### src/hw/rtl/text_list_tokenizer_classifier_assert.svh
// Assertion macros used by the tokenizer top level
`ifndef TEXT_LIST_TOKENIZER_CLASSIFIER_ASSERT_SVH
`define TEXT_LIST_TOKENIZER_CLASSIFIER_ASSERT_SVH

// checked only out of reset
`define TLC_ASSERT(lbl, prop, msg) \
	lbl: assert property (@(posedge clk) disable iff (!arst_n) prop) else $error(msg);

// checked at every edge, reset included
`define TLC_ASSERT_ALWAYS(lbl, prop, msg) \
	lbl: assert property (@(posedge clk) prop) else $error(msg);

`endif

### src/hw/rtl/tlc_pkg.sv
// Shared types, codes and constants of the text list tokenizer
package tlc_pkg;

	localparam int DEPTH_BITS_DEF  = 8;
	localparam int LENGTH_BITS_DEF = 8;

	// result queue
	localparam int QDEPTH    = 4;
	localparam int QPTR_BITS = $clog2(QDEPTH);
	localparam int QCNT_BITS = QPTR_BITS + 1;

	typedef enum logic [1:0] {
		KIND_CHAR      = 2'd0,
		KIND_TOKEN_END = 2'd1,
		KIND_LINE_END  = 2'd2
	} kind_t;

	typedef enum logic [3:0] {
		CLS_INT    = 4'd0,
		CLS_FLOAT  = 4'd1,
		CLS_LIST   = 4'd2,
		CLS_VOCAB  = 4'd3,
		CLS_BLOB   = 4'd4,
		CLS_STRING = 4'd5,
		CLS_TRUE   = 4'd6,
		CLS_FALSE  = 4'd7,
		CLS_NULL   = 4'd8
	} class_t;

	localparam logic [7:0] CH_TAB   = 8'h09;
	localparam logic [7:0] CH_LF    = 8'h0A;
	localparam logic [7:0] CH_CR    = 8'h0D;
	localparam logic [7:0] CH_SPACE = 8'h20;

	localparam logic [7:0] WORD_NULL  [4] = '{"n", "u", "l", "l"};
	localparam logic [7:0] WORD_TRUE  [4] = '{"t", "r", "u", "e"};
	localparam logic [7:0] WORD_FALSE [5] = '{"f", "a", "l", "s", "e"};

	typedef struct packed {
		kind_t      item_kind;
		logic [7:0] token_char;
		class_t     token_class;
		logic       end_of_line;
		logic       balanced;
	} result_t;

	// up to two results produced by one character
	typedef struct packed {
		logic [1:0] count;
		result_t    r0;
		result_t    r1;
	} push_t;

	typedef struct packed {
		logic [QCNT_BITS-1:0] level;
		logic                 room2;
	} qstat_t;

endpackage

### src/hw/rtl/tlc_if.sv
// Character input and result output channel interfaces
interface tlc_in_if;
	logic       valid;
	logic       ready;
	logic [7:0] text_char;
	logic       line_end;

	modport source (output valid, output text_char, output line_end, input ready);
	modport sink (input valid, input text_char, input line_end, output ready);
endinterface

interface tlc_out_if;
	logic       valid;
	logic       ready;
	logic [1:0] item_kind;
	logic [7:0] token_char;
	logic [3:0] token_class;
	logic       end_of_line;
	logic       balanced;

	modport source (output valid, output item_kind, output token_char, output token_class,
		output end_of_line, output balanced, input ready);
	modport sink (input valid, input item_kind, input token_char, input token_class,
		input end_of_line, input balanced, output ready);
endinterface

### src/hw/rtl/text_list_tokenizer_classifier.sv
// Text list tokenizer and classifier: top level
//
// chars channel: one byte of a text line per beat, line_end set on the last
// byte. results channel: one result per beat, either a token byte, a token
// end with its class, or a line end without a token. A byte yields at most
// one result, the last byte of a line up to two (the line closing result
// always carries end_of_line and balanced).
// A taken byte waits in the input register until the queue has room; it is
// then processed and its first result is offered from a four entry queue.
// Throughput: one byte per cycle while results are taken every cycle; a
// line end needing two results costs one extra output beat. The queue
// level sets ready: the processing register moves only when at least two free
// entries remain.
// Reset clears all tokenizer state (no quote, zero depths, no token) and
// empties the queue. If the receiver stalls, results wait in the queue and
// chars.ready drops once the queue cannot take another two results.
`include "text_list_tokenizer_classifier_assert.svh"

module text_list_tokenizer_classifier import tlc_pkg::*; #(
	parameter int DEPTH_BITS  = DEPTH_BITS_DEF,
	parameter int LENGTH_BITS = LENGTH_BITS_DEF
) (
	input  logic      clk,
	input  logic      arst_n,
	tlc_in_if.sink    chars,
	tlc_out_if.source results
);

	logic       v_s1;
	logic [7:0] char_s1;
	logic       end_s1;
	logic       adv;
	push_t      push;
	qstat_t     qstat;
	result_t    head;

	assign adv         = v_s1 && qstat.room2;
	assign chars.ready = !v_s1 || adv;

	always_ff @(posedge clk or negedge arst_n) begin
		if (!arst_n)
			v_s1 <= 1'b0;
		else if (chars.ready)
			v_s1 <= chars.valid;
	end

	always_ff @(posedge clk) begin
		if (chars.valid && chars.ready) begin
			char_s1 <= chars.text_char;
			end_s1  <= chars.line_end;
		end
	end

	tlc_core #(
		.DEPTH_BITS (DEPTH_BITS),
		.LENGTH_BITS(LENGTH_BITS)
	) u_core (
		.clk      (clk),
		.arst_n   (arst_n),
		.step     (adv),
		.text_char(char_s1),
		.line_end (end_s1),
		.push     (push)
	);

	tlc_outq u_outq (
		.clk     (clk),
		.arst_n  (arst_n),
		.wr_en   (adv),
		.push    (push),
		.rd_en   (results.ready),
		.rd_valid(results.valid),
		.rd_data (head),
		.stat    (qstat)
	);

	assign results.item_kind   = head.item_kind;
	assign results.token_char  = head.token_char;
	assign results.token_class = head.token_class;
	assign results.end_of_line = head.end_of_line;
	assign results.balanced    = head.balanced;

	// a stalled byte stays put until the queue has room
	`TLC_ASSERT(a_s1_hold, (v_s1 && !adv) |=> (v_s1 && $stable(char_s1) && $stable(end_s1)), "stalled byte lost")
	// every line end produces a closing result
	`TLC_ASSERT(a_eol_result, (adv && end_s1) |-> (push.count != 2'd0), "line end without result")
	// the queue never overflows
	`TLC_ASSERT_ALWAYS(a_q_bound, qstat.level <= QCNT_BITS'(QDEPTH), "result queue overflow")

endmodule

### src/hw/rtl/tlc_core.sv
// Tokenizer state and per-character classification logic
module tlc_core import tlc_pkg::*; #(
	parameter int DEPTH_BITS  = DEPTH_BITS_DEF,
	parameter int LENGTH_BITS = LENGTH_BITS_DEF
) (
	input  logic       clk,
	input  logic       arst_n,
	input  logic       step,
	input  logic [7:0] text_char,
	input  logic       line_end,
	output push_t      push
);

	typedef struct packed {
		logic                   in_quote;
		logic                   esc;
		logic                   begun;
		logic [DEPTH_BITS-1:0]  paren;
		logic [DEPTH_BITS-1:0]  brace;
		logic [LENGTH_BITS-1:0] len;
		logic [7:0]             first;
		logic                   num_like;
		logic                   pre;
		logic                   hex_seen;
		logic [3:0]             hex_cnt;
		logic [1:0]             per_cnt;
		logic [1:0]             sign_cnt;
		logic                   per_exp;
		logic                   stopped;
		logic [2:0]             kw;
	} st_t;

	typedef enum logic [1:0] {
		FEED_NONE,
		FEED_CHAR,
		FEED_END
	} feed_t;

	function automatic st_t tok_clear(st_t s);
		st_t t;
		t          = s;
		t.len      = '0;
		t.first    = '0;
		t.num_like = 1'b1;
		t.pre      = 1'b1;
		t.hex_seen = 1'b0;
		t.hex_cnt  = '0;
		t.per_cnt  = '0;
		t.sign_cnt = '0;
		t.per_exp  = 1'b0;
		t.stopped  = 1'b0;
		t.kw       = '1;
		return t;
	endfunction

	function automatic st_t st_reset();
		st_t t;
		t          = '0;
		t          = tok_clear(t);
		return t;
	endfunction

	function automatic logic is_digit(logic [7:0] c);
		return (c >= "0") && (c <= "9");
	endfunction

	function automatic st_t take_char(st_t s, logic [7:0] c);
		st_t  t;
		logic hex_reset;
		logic ok;
		logic lt4;
		logic lt5;
		t         = s;
		hex_reset = 1'b0;
		ok        = 1'b0;
		lt4       = (s.len < LENGTH_BITS'(4));
		lt5       = (s.len < LENGTH_BITS'(5));
		if (s.len == '0)
			t.first = c;
		if (!(lt4 && c == WORD_NULL[s.len[1:0]]))
			t.kw[0] = 1'b0;
		if (!(lt4 && c == WORD_TRUE[s.len[1:0]]))
			t.kw[1] = 1'b0;
		if (!(lt5 && c == WORD_FALSE[s.len[2:0]]))
			t.kw[2] = 1'b0;
		if (!s.stopped) begin
			if (c == ".") begin
				t.per_exp = 1'b1;
				if (s.per_cnt != 2'd3)
					t.per_cnt = s.per_cnt + 2'd1;
				if (t.per_cnt > 2'd1)
					t.num_like = 1'b0;
			end
			if (!s.hex_seen && (c == "e" || c == "E"))
				t.per_exp = 1'b1;
			if (s.pre && (c == "x" || c == "X")) begin
				t.hex_seen = 1'b1;
				t.hex_cnt  = '0;
				hex_reset  = 1'b1;
			end else if (s.pre && (c == "0" || c == "+" || c == "-")) begin
				if (c != "0") begin
					if (s.sign_cnt != 2'd3)
						t.sign_cnt = s.sign_cnt + 2'd1;
					if (t.sign_cnt > 2'd1)
						t.num_like = 1'b0;
				end
			end else begin
				ok = is_digit(c) || c == "." || c == "e" || c == "E" || c == "+" ||
					c == "-" || (s.hex_seen && ((c >= "a" && c <= "f") ||
					(c >= "A" && c <= "F")));
				t.pre = 1'b0;
				if (!ok) begin
					t.num_like = 1'b0;
					t.stopped  = 1'b1;
				end
			end
		end
		if (!hex_reset && t.hex_seen && t.hex_cnt != 4'hF)
			t.hex_cnt = t.hex_cnt + 4'd1;
		if (s.len != '1)
			t.len = s.len + LENGTH_BITS'(1);
		return t;
	endfunction

	function automatic class_t classify(st_t s);
		logic   num;
		class_t cls;
		num = s.num_like && !(s.hex_seen && s.hex_cnt > 4'd8);
		priority if (s.kw[0] && s.len == LENGTH_BITS'(4))
			cls = CLS_NULL;
		else if (num && (is_digit(s.first) || s.first == "+" || s.first == "-" ||
				s.first == ".") && (s.first != "." || s.len > LENGTH_BITS'(1)))
			cls = s.per_exp ? CLS_FLOAT : CLS_INT;
		else if (s.first == "(")
			cls = CLS_LIST;
		else if (s.first == "[")
			cls = CLS_VOCAB;
		else if (s.first == "{")
			cls = CLS_BLOB;
		else if (s.first != "\"" && s.kw[1] && s.len == LENGTH_BITS'(4))
			cls = CLS_TRUE;
		else if (s.first != "\"" && s.kw[2] && s.len == LENGTH_BITS'(5))
			cls = CLS_FALSE;
		else
			cls = CLS_STRING;
		return cls;
	endfunction

	function automatic st_t feed(st_t s, logic [7:0] ch, output feed_t r, output class_t cls);
		st_t  t;
		logic ws;
		t   = s;
		r   = FEED_NONE;
		cls = CLS_INT;
		ws  = (ch == CH_SPACE) || (ch == CH_TAB) || (ch == CH_LF) || (ch == CH_CR);
		if (s.esc) begin
			t.esc = 1'b0;
			t     = take_char(t, ch);
			r     = FEED_CHAR;
		end else begin
			if (!ws)
				t.begun = 1'b1;
			if (t.begun) begin
				if (ch == "\"")
					t.in_quote = ~t.in_quote;
				if (!t.in_quote) begin
					if (ch == "(")
						t.paren = t.paren + DEPTH_BITS'(1);
					if (ch == ")")
						t.paren = t.paren - DEPTH_BITS'(1);
					if (ch == "{")
						t.brace = t.brace + DEPTH_BITS'(1);
					if (ch == "}")
						t.brace = t.brace - DEPTH_BITS'(1);
				end
				if (ch == "\\") begin
					t.esc = 1'b1;
					t     = take_char(t, ch);
					r     = FEED_CHAR;
				end else if (!t.in_quote && (ws || ch == ",") && t.paren == '0 &&
						t.brace == '0) begin
					if (t.len != '0) begin
						cls = classify(t);
						r   = FEED_END;
					end
					t       = tok_clear(t);
					t.begun = 1'b0;
				end else begin
					t = take_char(t, ch);
					r = FEED_CHAR;
				end
			end
		end
		return t;
	endfunction

	st_t     state_q;
	st_t     st_a;
	st_t     st_b;
	st_t     st_next;
	feed_t   r_a;
	feed_t   r_b;
	class_t  cls_a;
	class_t  cls_b;
	result_t res_char;
	result_t res_line;

	always_comb begin
		st_a = feed(state_q, text_char, r_a, cls_a);
		// line end: an implicit space follows the last character
		st_b = feed(st_a, CH_SPACE, r_b, cls_b);

		res_char             = '0;
		res_char.item_kind   = (r_a == FEED_END) ? KIND_TOKEN_END : KIND_CHAR;
		res_char.token_char  = (r_a == FEED_CHAR) ? text_char : 8'd0;
		res_char.token_class = (r_a == FEED_END) ? cls_a : CLS_INT;

		res_line             = '0;
		res_line.item_kind   = (r_b == FEED_END) ? KIND_TOKEN_END : KIND_LINE_END;
		res_line.token_class = (r_b == FEED_END) ? cls_b : CLS_INT;
		res_line.end_of_line = 1'b1;
		res_line.balanced    = (st_b.paren == '0) && (st_b.brace == '0) && !st_b.in_quote;

		push.count = 2'((r_a != FEED_NONE)) + 2'(line_end);
		push.r0    = (r_a != FEED_NONE) ? res_char : res_line;
		push.r1    = res_line;

		st_next = line_end ? st_reset() : st_a;
	end

	always_ff @(posedge clk or negedge arst_n) begin
		if (!arst_n)
			state_q <= st_reset();
		else if (step)
			state_q <= st_next;
	end

endmodule

### src/hw/rtl/tlc_outq.sv
// Small result queue taking up to two results per cycle
module tlc_outq import tlc_pkg::*; (
	input  logic    clk,
	input  logic    arst_n,
	input  logic    wr_en,
	input  push_t   push,
	input  logic    rd_en,
	output logic    rd_valid,
	output result_t rd_data,
	output qstat_t  stat
);

	result_t              mem [QDEPTH];
	logic [QPTR_BITS-1:0] wp_q;
	logic [QPTR_BITS-1:0] rp_q;
	logic [QCNT_BITS-1:0] cnt_q;
	logic [QCNT_BITS-1:0] n_in;
	logic                 pop;

	assign n_in       = wr_en ? QCNT_BITS'(push.count) : '0;
	assign pop        = rd_en && rd_valid;
	assign rd_valid   = (cnt_q != '0);
	assign rd_data    = mem[rp_q];
	assign stat.level = cnt_q;
	assign stat.room2 = (cnt_q <= QCNT_BITS'(QDEPTH - 2));

	always_ff @(posedge clk) begin
		if (wr_en && push.count != 2'd0)
			mem[wp_q] <= push.r0;
		if (wr_en && push.count == 2'd2)
			mem[wp_q + QPTR_BITS'(1)] <= push.r1;
	end

	always_ff @(posedge clk or negedge arst_n) begin
		if (!arst_n) begin
			wp_q  <= '0;
			rp_q  <= '0;
			cnt_q <= '0;
		end else begin
			wp_q  <= wp_q + n_in[QPTR_BITS-1:0];
			rp_q  <= rp_q + QPTR_BITS'(pop);
			cnt_q <= cnt_q + n_in - QCNT_BITS'(pop);
		end
	end

endmodule

### src/flat_wrapper.sv
// flat-port wrapper written by rule: the top's interface ports become plain ports
module text_list_tokenizer_classifier_flat import tlc_pkg::*;
#(
	parameter int DEPTH_BITS  = DEPTH_BITS_DEF,
	parameter int LENGTH_BITS = LENGTH_BITS_DEF
)
  (clk, arst_n, chars_valid, chars_text_char, chars_line_end, chars_ready, results_valid, results_item_kind, results_token_char, results_token_class, results_end_of_line, results_balanced, results_ready);
  tlc_in_if chars_i ();
  tlc_out_if results_i ();
  input  logic clk;
  input  logic arst_n;
  input wire logic [$bits(chars_i.valid)-1:0] chars_valid;
  input wire logic [$bits(chars_i.text_char)-1:0] chars_text_char;
  input wire logic [$bits(chars_i.line_end)-1:0] chars_line_end;
  output wire logic [$bits(chars_i.ready)-1:0] chars_ready;
  output wire logic [$bits(results_i.valid)-1:0] results_valid;
  output wire logic [$bits(results_i.item_kind)-1:0] results_item_kind;
  output wire logic [$bits(results_i.token_char)-1:0] results_token_char;
  output wire logic [$bits(results_i.token_class)-1:0] results_token_class;
  output wire logic [$bits(results_i.end_of_line)-1:0] results_end_of_line;
  output wire logic [$bits(results_i.balanced)-1:0] results_balanced;
  input wire logic [$bits(results_i.ready)-1:0] results_ready;
  assign chars_i.valid = chars_valid;
  assign chars_i.text_char = chars_text_char;
  assign chars_i.line_end = chars_line_end;
  assign chars_ready = chars_i.ready;
  assign results_valid = results_i.valid;
  assign results_item_kind = results_i.item_kind;
  assign results_token_char = results_i.token_char;
  assign results_token_class = results_i.token_class;
  assign results_end_of_line = results_i.end_of_line;
  assign results_balanced = results_i.balanced;
  assign results_i.ready = results_ready;
  text_list_tokenizer_classifier #(.DEPTH_BITS(DEPTH_BITS), .LENGTH_BITS(LENGTH_BITS)) u_core (.clk(clk), .arst_n(arst_n), .chars(chars_i), .results(results_i));
endmodule
### config.mk
export PLATFORM = sky130hd
export DESIGN_NAME = text_list_tokenizer_classifier_flat
export DESIGN_NICKNAME = d
export VERILOG_FILES = /design/src/hw/rtl/tlc_pkg.sv /design/src/hw/rtl/tlc_if.sv /design/src/hw/rtl/text_list_tokenizer_classifier.sv /design/src/hw/rtl/tlc_core.sv /design/src/hw/rtl/tlc_outq.sv /design/src/flat_wrapper.sv
export VERILOG_INCLUDE_DIRS = /design/src /design/src/hw/rtl
export SDC_FILE = /design/constraint.sdc
export NUM_CORES = 1
export LEC_CHECK = 0
export ABC_AREA = 0
export ABC_CLOCK_PERIOD_IN_PS = 8600
export BUFFER_PORTS_ARGS = -buffer_cell sky130_fd_sc_hd__buf_2
export CORE_MARGIN = 8
export CORE_UTILIZATION = 68
export DETAILED_ROUTE_END_ITERATION = 16
export PLACE_DENSITY = 0.86
export SETUP_SLACK_MARGIN = 0.4
export SLEW_MARGIN = 10
export SYNTH_ARGS = -nofsm -noshare
export SYNTH_HDL_FRONTEND = slang
export SYNTH_SLANG_ARGS = --single-unit
### constraint.sdc
create_clock -name clk -period 8.6 [get_ports clk]
set_clock_uncertainty 0.15 [all_clocks]
set_input_delay 0.43 -clock clk [delete_from_list [all_inputs] [get_ports clk]]
set_output_delay 0.43 -clock clk [all_outputs]
set_load 0.05 [all_outputs]
* Yosys cells after proc, flatten, opt, wreduce, memory -nomap -nowiden
Memory sizes are Yosys's and may differ from the RTL's. Index checks and enable logic that the tools add are counted.
Word-level totals: register bits 68, bits in writable memories 64, bits in read-only memories 64, input port bits 13, output and inout bits 18, word-level logic and storage cells 384, memories kept 2
Operators by class: add/sub/neg operators 16, $lt $le $gt $ge 25, equality and inequality tests 53, mux-type cells 169, bitwise operators 3, reduce and logical (&&, ||, !) cells 94
Memories:
- (no name shown) | words 8, width 8, rd ports 1, clocked after Yosys merged registers in 0, write ports 0, RTL line tlc_core.sv:84 | if (!(lt5 && c == WORD_FALSE[s.len[2:0]]))
- u_core.u_outq.mem | words 4, width 16, rd ports 1, clocked after Yosys merged registers in 0, write ports 2, RTL line tlc_outq.sv:13 | result_t mem [QDEPTH];
Operator list (count):
- $mux W51 | 3
- $mux W8 | 19
- $mux W13 | 11
- $eq A8 B6 Y1 const B | 17
- $mux W2 | 56
- $eq A8 B7 Y1 const B | 11
- $mux W16 | 4
- $mux W4 | 16
- $logic_not A8 Y1 | 7
- $mux W50 | 1
- $mux W1 | 49
- $mux W49 | 1
- $logic_and A1 B1 Y1 | 48
- $ne A8 B6 Y1 const B | 5
- $bmux W8 S2 | 2
- $eq A8 B3 Y1 const B | 4
- $add A8 B1 Y8 const B | 3
- $eq A8 B4 Y1 const B | 3
- $eq A8 B8 Y1 | 3
- $ge A8 B6 Y1 const B | 3
- $le A8 B6 Y1 const B | 3
- $logic_or A1 B1 Y1 | 24
- $mux W3 | 6
- $ge A8 B7 Y1 const B | 2
- 29 further kinds | 59

* Depth between registers and ports, before layout
word-level depth 58, depth in mapped cells 26, depth with buffers taken out 23

* Hierarchy
From an unflattened synthesis, not the netlist that was laid out.
Second synthesis, totals: cells, all modules 961, area total of the unflattened synthesis 9382.7 um^2
By module, submodules not included:
- tlc_core | instances 1, cells each 746, area each 5475.3 um^2
- tlc_outq | instances 1, cells each 201, area each 3577.2 um^2
- text_list_tokenizer_classifier | instances 1, cells each 14, area each 330.3 um^2

* Worst setup path before layout
No wires, ideal clock.
kind register to register, start register u_core.char_s1[4], end register u_core.u_outq.cnt_q[2], library setup time 123 ps, arrival 5239 ps, data required time 8327 ps, slack 3088 ps, cell stages (with the launch flop) 26, buffers on the path 3, period minus slack after synthesis 5512 ps, cell sequence edfxtp_1 > clkbuf_1 > nand4b_1 > clkbuf_1 > nor2_1 > mux2i_1 > ha_1 > nand3b_1 > a211oi_1 > o311ai_0 > a211oi_1 > nand4_1 > nor2_1 > o22ai_1 > clkbuf_1 > a21oi_1 > inv_1 > ha_1 > nand2_1 > ha_1 > inv_1 > ha_1 > inv_1 > fa_1 > xor2_1 > xnor2_1
Between the ends: longest elaborated chain between the ends 22, elaborated cells between the ends (all ways) 50, those cells by class add/sub (5); eq/ne (11); mux (23); reduce/logical (11)
Ends and longest elaborated chain:
- start: declaration | RTL line text_list_tokenizer_classifier.sv:30 | logic [7:0] char_s1;
- start signal: assignment | RTL line text_list_tokenizer_classifier.sv:49 | char_s1 <= chars.text_char;
- $eq A8 B6 Y1 | RTL line tlc_core.sv:167 | if (ch == "(")
- $mux W8 | RTL line tlc_core.sv:167
- $mux W8 | RTL line tlc_core.sv:166 | if (!t.in_quote) begin
- $mux W8 | RTL line tlc_core.sv:163 | if (t.begun) begin
- $mux W8 | RTL line tlc_core.sv:156 | if (s.esc) begin
- $sub A8 B1 Y8 | RTL line tlc_core.sv:170 | t.paren = t.paren - DEPTH_BITS'(1);
- $mux W8 | RTL line tlc_core.sv:169 | if (ch == ")")
- $mux W16 | RTL line tlc_core.sv:166
- [6 not listed]
- $mux W2 | RTL line tlc_core.sv:176 | if (ch == "\\") begin
- $mux W2 (*) | RTL line tlc_core.sv:163
- $mux W2 (*) | RTL line tlc_core.sv:156
- $reduce_bool A2 Y1 (*) | RTL line tlc_core.sv:224 | push.count = 2'((r_a != FEED_NONE)) + 2'(line_end);
- $add A1 B1 Y2 (*) | RTL line tlc_core.sv:224
- $mux W2 (*) | RTL line tlc_outq.sv:20 | assign n_in = wr_en ? QCNT_BITS'(push.count) : '0;
- $add A3 B3 Y3 (*) | RTL line tlc_outq.sv:42 | cnt_q <= cnt_q + n_in - QCNT_BITS'(pop);
- $sub A3 B1 Y3 (*) | RTL line tlc_outq.sv:42
- end signal: assignment | RTL line tlc_outq.sv:42
- end: declaration | RTL line tlc_outq.sv:16 | logic [QCNT_BITS-1:0] cnt_q;
Every way passes the cells marked *; elsewhere a longest branch is shown, timed or not. The select of a mux whose other input is x is not followed. A chain may end at the register's enable or synchronous reset.

==> impl_metrics.yaml <==
finish:
  nNetsFinal: 1062
  area_growth_syn_to_layout_pct: 8.55
  diodes: 0
  seqCellArea_um2: 3310
  drive_above_1_share_pct: 11.3
  utilization_pct: 74.5
  final.fill_count: 969
  multi_input_area_um2: 5260
synth:
  synth-simple-area-share_pct: 25.5
  yosys-top-cells-count: "120 x nand2_1, 96 x nor2_1, 72 x o21ai_0"
  syn-cell-area_um2: 8980
  synthDistinctLibCells: 88
  muxShareOfSynthArea_pct: 5.49
  yosysWarnings: 0
  synth_area_leaders: "dfrtp_1 15%, edfxtp_1 12%, dfxtp_1 8.0%, nand2_1 5.0%, o21ai_0 4.0%"
  synth_edf_count: 37
  synth_top_family_by_area: "simple AND/OR/NAND/NOR gates"
  synth_top_flop_cell: "dfrtp_1"
  synth_seq_area_share_pct: 36.9
  syn_nets: 1076
  synth_seq_cells: 132
  syn_inst: 1045
  yosysMostFrequentCell: "nand2_1"
  synthAdderAreaFrac_pct: 2.59
  synth_compound_area_share_pct: 21.4
  synth-async-reset-ratio_pct: 44.7
  avgSynthCellArea_um2: 8.60
  synth-xor-area-share_pct: 3.61
  yosys.area.top_type: "dfrtp_1"
  synthDominantCellAreaShare_pct: 15.0
clock_network:
  cts.clk_slew.worst_paths_ns: 0.06
  cts-root-buf: "clkbuf_16"
  cts_resized: 0
  cts_buffers: 17
  cts_tree: "yes"
  clk_path_buf_depth: 2
  h-tree-depth: 4
  ctsHoldBuffers: 0
  insertion_delay_ns: 0.44
  cts.sinks: 132
  cts_setup_buffers: 0
critical_path:
  path_class: "reg -> reg"
  r2r-end: "u_core.u_outq.mem[0][5]$_DFFE_PP_"
  critPathLaunchType: "flip-flop"
  critPathMaxFanout: 20
  critPathArrivalTime_ns: 7.12
  required_ns: 8.57
  rr_worst_depth: 17
  r2r-start: "u_core.char_s1[4]$_DFFE_PP_"
  startpoint: "u_core.char_s1[4]$_DFFE_PP_"
  endpoint: "u_core.u_outq.mem[0][5]$_DFFE_PP_"
  endpoint_kind: "flip-flop"
  reg2reg_slack_ns: 1.45
floorplanning:
  die_area_um2: 17100
  start_util_pct: 68.7
  die_y_um: 131
  core.rowCount: 42
  die_x_um: 131
  ios: 31
  core_um2: 13100
routing:
  drt-total-wl_mm: 26.9
  wl_per_cell_um: 22.0
  drt_iter0_drc: 1239
  vias: 8864
  drc: 0
  ant_nets: 0
  vias_per_cell: 7.27
  first_pass_iters: 6
sta:
  finalCritPeriodShare_pct: 83.1
  slew_headroom_pct: 25.1
  setup_viol: 0
  period_minus_slack_ns: 7.15
  final_hold_viol_count: 0
  tns_ns: 0
  rsz0062_at_grt: "false"
  report.final.slew_viol_count: 0
  max_freq_mhz: 140
  worstMarginPinSlew_ns: 1.12
grt:
  grt_antenna_before_repair: 0
  use_met2_pct: 49.3
  grt_usage_pct: 32.2
  overflow: 0
  top_usage_layer: "met2"
  grt_pass1_vias: 8174
  use_met3_pct: 6.94
  grt_max_degree: 60
  grt_pass1_wl_mm: 42.7
  grtUsageMet1_pct: 41.3
power_and_ir_drop:
  cellLeakagePower_uw: 0.00374
  vdd_drop_max_v: 0.000213
  p_per_area_nw_per_um2: 364
placed_design:
  finalWeightedCongestion: 1.04
  post-dp-hpwl_mm: 18.2
  io_buffers: 30
outcome:
  status: "finished, final reports clean"
hold_path:
  holdCritPathClass: "in -> async"
job:
  drv_cap: 0
==> cell type report <==
type                            instances  share of cell area (%)
Inverter                               29                    1.12
Sequential cell                       132                    34.0
Timing Repair Buffer                   42                    2.46
Clock inverter                         14                    1.59
Tap cell                              176                    2.26
Clock buffer                           18                    4.62
Multi-Input combinational cell        809                    54.0
==> cell families (layout without fill, tap and decap cells) <==
family	Yosys count	count (layout)
muxes	29	29
xor gates and xnor gates	37	37
and+or+nand+nor	439	439
AOI/OAI and AO/OA	286	286
DFF	132	132
buffers and inverters	104	103
adders and majority gates	18	18
==> state kept, by name, indices dropped and copies added (netlist names) <==
register	flops
u_core.u_outq.mem	64
u_core.u_core.state_q	51
u_core.char_s1	8
u_core.u_outq.cnt_q	3
u_core.u_outq.rp_q	2
u_core.u_outq.wp_q	2
u_core.end_s1	1
u_core.v_s1	1
==> how the worst min path moves through the flow <==
stage	from	to	slack [ns]
floorplan	arst_n	u_core.u_core.state_q[10]$_DFFE_PN0P_	-0.02
global placement	u_core.u_outq.mem[1][1]$_SDFFE_PP1P_	u_core.u_outq.mem[1][1]$_SDFFE_PP1P_	0.28
detailed placement	u_core.u_outq.mem[0][1]$_SDFFE_PP1P_	u_core.u_outq.mem[0][1]$_SDFFE_PP1P_	0.28
CTS	chars_text_char[3]	u_core.char_s1[3]$_DFFE_PP_	0.01
global route	chars_text_char[0]	u_core.char_s1[0]$_DFFE_PP_	0.01
finish	arst_n	u_core.u_core.state_q[7]$_DFFE_PN0P_	0.01
==> per-stage QoR <==
step | power, µW | cells | hold slack (ns) | area (µm²) | setup slack (ns)
finish | 3550 | 1220 | 0.0101 | 9750 | 1.45
global route | 3730 | 1220 | 0.0131 | 9750 | 0.939
CTS | 3510 | 1220 | 0.0115 | 9750 | 1.67
detailed placement | 2750 | 1188 | 0.285 | 9150 | 1.71
global placement | 2720 | 1188 | 0.282 | 9150 | 2.05
floorplan | 2330 | 1045 | -0.0156 | 8980 | 3.09
==> metal layers <==
| metal | vias to the layer above | routed length [µm] |
|---|---|---|
| met3 | 113 | 3090 |
| met2 | 654 | 12300 |
| met5 | - | 0 |
| met1 | 4181 | 10300 |
| li1 | 3916 | - |
| met4 | 0 | 1260 |
==> where the power goes <==
group / internal, µW / switching [µW]
clock network: 429 / 320
registers: 875 / 280
logic: 561 / 1090
total: 1860 / 1690
==> layout by cell type (no fill, tap or decap), drive strengths merged, types with 20 or more instances in the layout <==
| cell type | Yosys | final |
|---|---|---|
| edfxtp | 37 | 37 |
| dfxtp | 36 | 36 |
| a21oi | 45 | 45 |
| nor3 | 33 | 33 |
| nand2 | 120 | 120 |
| nor4 | 20 | 20 |
| a22o | 20 | 20 |
| dfrtp | 54 | 54 |
| inv | 29 | 38 |
| nand3 | 37 | 37 |
| buf | 8 | 42 |
| o21ai | 78 | 78 |
| o22ai | 29 | 29 |
| nor2 | 96 | 96 |
| xnor2 | 21 | 21 |
==> worst max-delay path, stage by stage (launching register included) <==
cell	delay, ns
edfxtp_1	0.88
nand4b_1	0.52
nor2_1	0.40
mux2i_1	0.24
ha_1	0.18
inv_1	0.06
or3_1	0.38
a21oi_1	0.14
nand3_1	0.10
xor2_1	0.21
nor4_4	0.70
nor2_1	0.17
nor4_2	0.61
a21oi_1	0.36
ha_1	0.41
nor4_1	0.64
nor2_1	0.35
inv_1	0.31
Power figures use the tool's default switching activity.
